<file path="src/pgr_pkg.sv">
// Shared constants, codes and controller/datapath interface types for the glyph renderer.
package pgr_pkg;

	localparam int DISP_W      = 128;
	localparam int DISP_H      = 64;
	localparam int PAGE_ROWS   = 8;
	localparam int PAGES       = DISP_H / PAGE_ROWS;
	localparam int STORE_DEPTH = DISP_W * PAGES;
	localparam int ADDR_W      = $clog2(STORE_DEPTH);
	localparam int COL_W       = $clog2(DISP_W);
	localparam int FW_W        = 5;
	localparam int FH_W        = 7;
	localparam int CNT_W       = (ADDR_W > FW_W) ? ADDR_W : FW_W;
	localparam int ROW_BITS    = 16;
	localparam int ROW_IDX_W   = $clog2(ROW_BITS);
	localparam int ROW_MSB     = ROW_BITS - 1;
	localparam int CFG_IDX_W   = 2;
	localparam int CFG_DATA_W  = FH_W;

	localparam logic [7:0] ASCII_MIN     = 8'd32;
	localparam logic [7:0] ASCII_MAX     = 8'd126;
	localparam logic [7:0] CMD_PAGE_BASE = 8'hB0;
	localparam logic [7:0] CMD_COL_LO    = 8'h00;
	localparam logic [7:0] CMD_COL_HI    = 8'h10;

	localparam logic [FW_W-1:0] FONT_W_RST = 5'd7;
	localparam logic [FH_W-1:0] FONT_H_RST = 7'd10;

	localparam logic [CFG_IDX_W-1:0] CFG_FONT_W = 2'd0;
	localparam logic [CFG_IDX_W-1:0] CFG_FONT_H = 2'd1;

	typedef enum logic [2:0] {
		FN_PIXEL   = 3'd0,
		FN_CLEAR   = 3'd1,
		FN_CURSOR  = 3'd2,
		FN_GLYPH   = 3'd3,
		FN_REFRESH = 3'd4
	} func_t;

	typedef enum logic [1:0] {
		KIND_STATUS = 2'd0,
		KIND_CMD    = 2'd1,
		KIND_DATA   = 2'd2
	} kind_t;

	typedef enum logic [2:0] {
		SEL_ZERO,
		SEL_PAGE,
		SEL_COL_LO,
		SEL_COL_HI,
		SEL_DATA
	} bsel_t;

	typedef enum logic [3:0] {
		ST_INIT,
		ST_IDLE,
		ST_DECODE,
		ST_CLEAR,
		ST_GLY,
		ST_GLY_END,
		ST_CMD0,
		ST_CMD1,
		ST_CMD2,
		ST_REF_DATA,
		ST_RESP,
		ST_REJECT
	} state_t;

	typedef struct packed {
		logic  capture;
		logic  cnt_clr;
		logic  cnt_inc;
		logic  mem_rd;
		logic  ref_rd;
		logic  clr_wr;
		logic  cur_load;
		logic  cur_adv;
		logic  ref_adv;
		logic  emit;
		kind_t kind;
		bsel_t sel;
		logic  rej;
		logic  last;
	} pgr_cmd_t;

	typedef struct packed {
		logic [2:0] func;
		logic       cnt_done;
		logic       col_last;
		logic       fw_zero;
		logic       gly_ok;
		logic       page_start;
	} pgr_stat_t;

endpackage

</file>
<file path="src/pgr_ctrl.sv">
// Controller state machine: sequences clear sweeps, RMW passes and the refresh stream.
module pgr_ctrl import pgr_pkg::*; (
	input  logic      clk,
	input  logic      arst_n,
	input  logic      start,
	input  pgr_stat_t stat,
	output logic      busy,
	output pgr_cmd_t  cmd
);

	state_t state_q, state_d;

	always_ff @(posedge clk or negedge arst_n) begin
		if (!arst_n)
			state_q <= ST_INIT;
		else
			state_q <= state_d;
	end

	always_comb begin
		state_d = state_q;
		case (state_q)
			ST_INIT:     if (stat.cnt_done) state_d = ST_IDLE;
			ST_IDLE:     if (start) state_d = ST_DECODE;
			ST_DECODE: begin
				case (stat.func)
					FN_PIXEL:   state_d = ST_RESP;
					FN_CLEAR:   state_d = ST_CLEAR;
					FN_CURSOR:  state_d = ST_RESP;
					FN_GLYPH: begin
						if (!stat.gly_ok)
							state_d = ST_REJECT;
						else if (stat.fw_zero)
							state_d = ST_GLY_END;
						else
							state_d = ST_GLY;
					end
					FN_REFRESH: state_d = stat.page_start ? ST_CMD0 : ST_REF_DATA;
					default:    state_d = ST_RESP;
				endcase
			end
			ST_CLEAR:    if (stat.cnt_done) state_d = ST_RESP;
			ST_GLY:      if (stat.col_last) state_d = ST_GLY_END;
			ST_GLY_END:  state_d = ST_IDLE;
			ST_CMD0:     state_d = ST_CMD1;
			ST_CMD1:     state_d = ST_CMD2;
			ST_CMD2:     state_d = ST_REF_DATA;
			ST_REF_DATA: state_d = ST_IDLE;
			ST_RESP:     state_d = ST_IDLE;
			ST_REJECT:   state_d = ST_IDLE;
			default:     state_d = ST_IDLE;
		endcase
	end

	always_comb begin
		cmd      = '0;
		cmd.kind = KIND_STATUS;
		cmd.sel  = SEL_ZERO;
		case (state_q)
			ST_INIT, ST_CLEAR: begin
				cmd.clr_wr  = 1'b1;
				cmd.cnt_inc = 1'b1;
			end
			ST_IDLE:     cmd.capture = start;
			ST_DECODE: begin
				case (stat.func)
					FN_PIXEL:   cmd.mem_rd   = 1'b1;
					FN_CLEAR:   cmd.cnt_clr  = 1'b1;
					FN_CURSOR:  cmd.cur_load = 1'b1;
					FN_GLYPH:   cmd.cnt_clr  = 1'b1;
					FN_REFRESH: cmd.ref_rd   = 1'b1;
					default: ;
				endcase
			end
			ST_GLY: begin
				cmd.mem_rd  = 1'b1;
				cmd.cnt_inc = 1'b1;
			end
			ST_GLY_END: begin
				cmd.cur_adv = 1'b1;
				cmd.emit    = 1'b1;
				cmd.last    = 1'b1;
			end
			ST_CMD0: begin
				cmd.emit = 1'b1;
				cmd.kind = KIND_CMD;
				cmd.sel  = SEL_PAGE;
			end
			ST_CMD1: begin
				cmd.emit = 1'b1;
				cmd.kind = KIND_CMD;
				cmd.sel  = SEL_COL_LO;
			end
			ST_CMD2: begin
				cmd.emit = 1'b1;
				cmd.kind = KIND_CMD;
				cmd.sel  = SEL_COL_HI;
			end
			ST_REF_DATA: begin
				cmd.emit    = 1'b1;
				cmd.kind    = KIND_DATA;
				cmd.sel     = SEL_DATA;
				cmd.last    = 1'b1;
				cmd.ref_adv = 1'b1;
			end
			ST_RESP: begin
				cmd.emit = 1'b1;
				cmd.last = 1'b1;
			end
			ST_REJECT: begin
				cmd.emit = 1'b1;
				cmd.rej  = 1'b1;
				cmd.last = 1'b1;
			end
			default: ;
		endcase
	end

	assign busy = (state_q != ST_IDLE);

endmodule

</file>
<file path="config.mk">
export PLATFORM = sky130hd
export DESIGN_NAME = pgr_ctrl
export DESIGN_NICKNAME = d
export VERILOG_FILES = /design/src/pgr_pkg.sv /design/src/pgr_ctrl.sv
export SDC_FILE = /design/constraint.sdc
export NUM_CORES = 1
export LEC_CHECK = 0
export BUFFER_PORTS_ARGS = -buffer_cell sky130_fd_sc_hd__clkbuf_2
export CAP_MARGIN = 20
export CORE_AREA = 2 2 40 42
export DETAILED_ROUTE_END_ITERATION = 10
export DIE_AREA = 0 0 42 44
export GPL_ROUTABILITY_DRIVEN = 0
export PLACE_DENSITY = 0.78
export REMOVE_ABC_BUFFERS = 1
export SYNTH_ARGS = -nofsm -noshare
export SYNTH_HDL_FRONTEND = slang
export SYNTH_SLANG_ARGS = --single-unit
</file>
<file path="constraint.sdc">
create_clock -name clk -period 2.2 [get_ports clk]
set_input_delay 0.33 -clock clk [delete_from_list [all_inputs] [get_ports clk]]
set_output_delay 0.33 -clock clk [all_outputs]
set_load 0.02 [all_outputs]
</file>
# Yosys cells after proc, flatten, opt, wreduce, memory -nomap -nowiden
# Cells that the tools add are included.
dict set report word_totals {
  reg_bits 4
  inputBits 11
  output_inout_bits 18
}
dict set report op_classes {
  n_eq_ne 20
  muxes 26
  n_reduce_logical 8
}
# operator n
set ops {}
lappend ops {{$pmux W4 S8} 1}
lappend ops {{$mux W4} 6}
lappend ops {{$pmux W5 S4} 1}
lappend ops {{$eq A4 B3 Y1 const B} 4}
lappend ops {{$eq A4 B4 Y1 const B} 4}
lappend ops {{$mux W1} 16}
lappend ops {{$pmux W4 S3} 1}
lappend ops {{$eq A4 B2 Y1 const B} 2}
lappend ops {{$ne A2 B2 Y1 const B} 4}
lappend ops {{$reduce_or A7 Y1} 1}
lappend ops {{$eq A3 B2 Y1 const B} 2}
lappend ops {{$eq A4 B1 Y1 const B} 1}
lappend ops {{$logic_not A4 Y1} 1}
lappend ops {{$ne A4 B1 Y1 const B} 1}
lappend ops {{$reduce_and A4 Y1} 1}
lappend ops {{$reduce_or A2 Y1} 2}
lappend ops {{$reduce_or A4 Y1} 1}
lappend ops {{$eq A3 B1 Y1 const B} 1}
lappend ops {{$eq A3 B3 Y1 const B} 1}
lappend ops {{$logic_not A3 Y1} 1}
lappend ops {{$reduce_or A3 Y1} 1}
lappend ops {{$pmux W1 S2} 1}

# Depth between registers and ports, before layout
dict set report logic_depth {
  depth_word 4
  mapped_depth 6
  depth_no_buf 4
}

# Least setup slack after synthesis
# OpenSTA, ideal clock, no wires.
dict set report synth_path {
  path_type {reg-to-output}
  from {register state_q[3]}
  to {output port cmd[10] (netlist name)}
  t_arrival_ns 1.890
  required_time_ns 1.870
  slack_ns -0.020
  path_stages_with_launch 6
  n_path_buf 2
  path_cell_list {dfrtp_1 buf_6 or2_4 or3_1 buf_2 nor4b_1}
}
# element line_no
set synth_lines {}
lappend synth_lines {{from (decl)} pgr_ctrl.sv:11} ;# state_t state_q, state_d;
lappend synth_lines {{from (signal assigned)} pgr_ctrl.sv:17} ;# state_q <= state_d;
lappend synth_lines {{to (decl)} pgr_ctrl.sv:8} ;# output pgr_cmd_t cmd

==> metrics.txt <==
count of synthesis-stage warnings from yosys=0; number of flip-flops in the largest register=4; number of nets at the end of the flow=126; Tightest Hold Check Type=in2reg; clock transition at the register clock pins on the worst setup and hold paths after CTS=0.04 ns; areal power density over the cells=1090 nW/um^2; average instance area after synthesis=6.64 sq um; detailed placement HPWL=1160 microns; most common library cell in the layout ignoring fill and taps=sky130_fd_sc_hd__clkbuf_2; Min Hold Slack=0.356 ns; GR Overflow Total=0; worst relative slew slack=79.0%; standby leakage power=0.373 nW; Clk Tree Root Cell=sky130_fd_sc_hd__clkbuf_4; Syn-to-layout area delta=33.9%; number of failing hold endpoints at the final stage=0; total core area=1420 sq um; number of placed I/O pins=29; Port-buffer cells=28; maximum capacitance violations=0; Setup Skew=0.00372 ns; clock insertion delay at the later pin of the skew report=0.23 ns; sort of element at the end of the critical path=output port; antenna violations before repair=0; average via count per standard cell=5.42; dpl cells=125; outcome=finished clean; Main synth FF type=sky130_fd_sc_hd__dfrtp_1; TritonCTS clock tree=yes; CTS buffer count=3; Cells after Synth=84; leading cell types in the layout, fill and taps excluded=sky130_fd_sc_hd__clkbuf_2 (28), sky130_fd_sc_hd__nor2_1 (15), sky130_fd_sc_hd__a21oi_1 (7); largest driver fanout on the critical path=6; measured slew at the worst slew-check pin=0.312 ns; instance area after placement=708 sq um; minimum setup slack among reg-to-reg paths=0.57 ns; clock period minus final worst setup slack=2.04 ns; final wirelength=1480 microns; data required time at the worst endpoint=1.87 ns; max-slew violation count=0; number of nets with antenna violations after detailed routing=0; Critical Path Source Type=flop; wire length of the first global-routing pass=2650 microns; share of the clock period used by the worst path=92.6%; buffers plus inverters on the worst setup path=1; Max Root-Sink Buffers=2; number of iterations in the first detailed-routing pass=4; Die W=42 microns; overall die area=1850 sq um; row count=14; drt drc=0; number of cells in the finished layout apart from fillers=129; netlist area before placement=558 sq um; largest registers ranked by flip-flop count=state_q (4); Critical-path top delay cell=sky130_fd_sc_hd__or3_1; largest stage delay on the critical path=0.41 ns; summed area of non-filler cells in the final layout=747 sq um; Iteration-0 DRC Markers=11; RSZ-0062 raised after global routing=no; chain of cells forming the critical path=or2_4 -> or3_1 -> nor4b_2 -> clkbuf_2; largest voltage drop on the vdd net=0.000474 V; setup repair bufs after CTS=0; Sink Count=4; H-tree depth=1; CP arrival=1.71 ns; total number of vias=699; height of the chip=44 microns; Antenna Cells=0; layout filler cell count=150; number of flip-flops and latches in the synthesized netlist=4; vias in the first global route=651; largest net degree at the start of global routing=16; upper clock frequency limit=491 MHz; GRT Resource Usage Total=17.9%; register name with the most flops=state_q; number of synthesized flops with an enable pin=0; Crit Path Class=reg2out; number of library cell types mapped by synthesis=34; setup-violating endpoint count in the final report=0; per-cell routed wire length=11.5 microns; Starting Density=39.3%; Post-synth ARST share=100%; fraction of layout cells with a size suffix above 1=34.5%; delay-heaviest family, CP=simple AND/OR/NAND/NOR gates; part of the Yosys area used for sequential elements=17.9%
-- cells in the mapped netlist, drive strengths merged (2+ instances only) --
master	instances	share of area (%)
o32ai	2	3.1
buf	4	5.2
clkbuf	3	2.0
nor3b	2	2.7
mux2i	3	5.4
dfrtp	4	18
inv	4	2.7
nand2	6	4.0
o22ai	2	2.2
a21oi	7	6.3
and3	2	2.2
or2	2	2.7
nor2	15	10
nor3	3	2.7
nand2b	5	5.6
o21ai	4	3.6
a31oi	2	2.2
-- routing by layer --
metal,up-vias,track usage (%),wire [microns]
met3,2,3.33,117
met2,34,31.6,698
met4,0,5.16,13
li1,355,-,-
met5,-,0,0
met1,308,22.2,654
-- final timing paths --
kind,startpoint,endpoint,depth (start not counted)
max reg2reg,state_q[3],state_q[0],5
min reg2reg,state_q[2],state_q[1],2
max in group asynchronous,arst_n,state_q[2],2
min in group asynchronous,arst_n,state_q[1],2
max,state_q[2],cmd[10],4
min,stat[4],state_q[1],2
-- timing repair --
| item | CTS | global route |
|---|---|---|
| endpoints found under the setup margin | 0 | 1 |
| resized for setup | 0 | 1 |
| hold buffers | 1 | 0 |
| endpoints found under the hold margin | 4 | 0 |
-- kinds of logic after synthesis --
kind of cell	share of synthesized area (%)
simple gates	41.7
compound gates	25.1
buf+inv	9.86
mux	5.38
flops	17.9
-- final cells by class --
class	instances	area, sq um	share of cell area (%)
flip-flops and latches	4	100	13.4
well taps	16	20.0	2.68
multi-input cells	69	409	54.8
inverters	4	15.0	2.01
repair buffers	33	180	24.1
clock buffers	3	22.5	3.02
-- per-stage QoR --
stage | total power (W) | setup TNS (ns) | util, % | setup slack, ns
4_1_cts | 0.000815 | 0 | 52.2 | 0.126
3_3_place_gp | 0.000709 | 0 | 49.9 | 0.396
6_report | 0.000815 | 0 | 52.6 | 0.163
2_1_floorplan | 0.000531 | -0.0201 | - | -0.0201
5_1_grt | 0.000894 | 0 | 52.6 | 0.0415
3_5_place_dp | 0.000721 | 0 | 49.9 | 0.374
-- power breakdown --
part	total, W	internal [W]	switching, W	leakage [nW]
clock	0.0000869	0.0000607	0.0000261	0.0138
sequential	0.000109	0.0000978	0.0000111	0.0518
combinational	0.000619	0.000236	0.000383	0.307
-- worst register-to-register path, stage by stage, from the launching register on --
cell and delay [ns]:
sky130_fd_sc_hd__dfrtp_1 0.37, sky130_fd_sc_hd__buf_4 0.17, sky130_fd_sc_hd__or2b_1 0.30, sky130_fd_sc_hd__nor3_1 0.11
sky130_fd_sc_hd__o32a_1 0.37, sky130_fd_sc_hd__o22ai_1 0.22
Note: power is estimated with default switching activity, not from simulation.
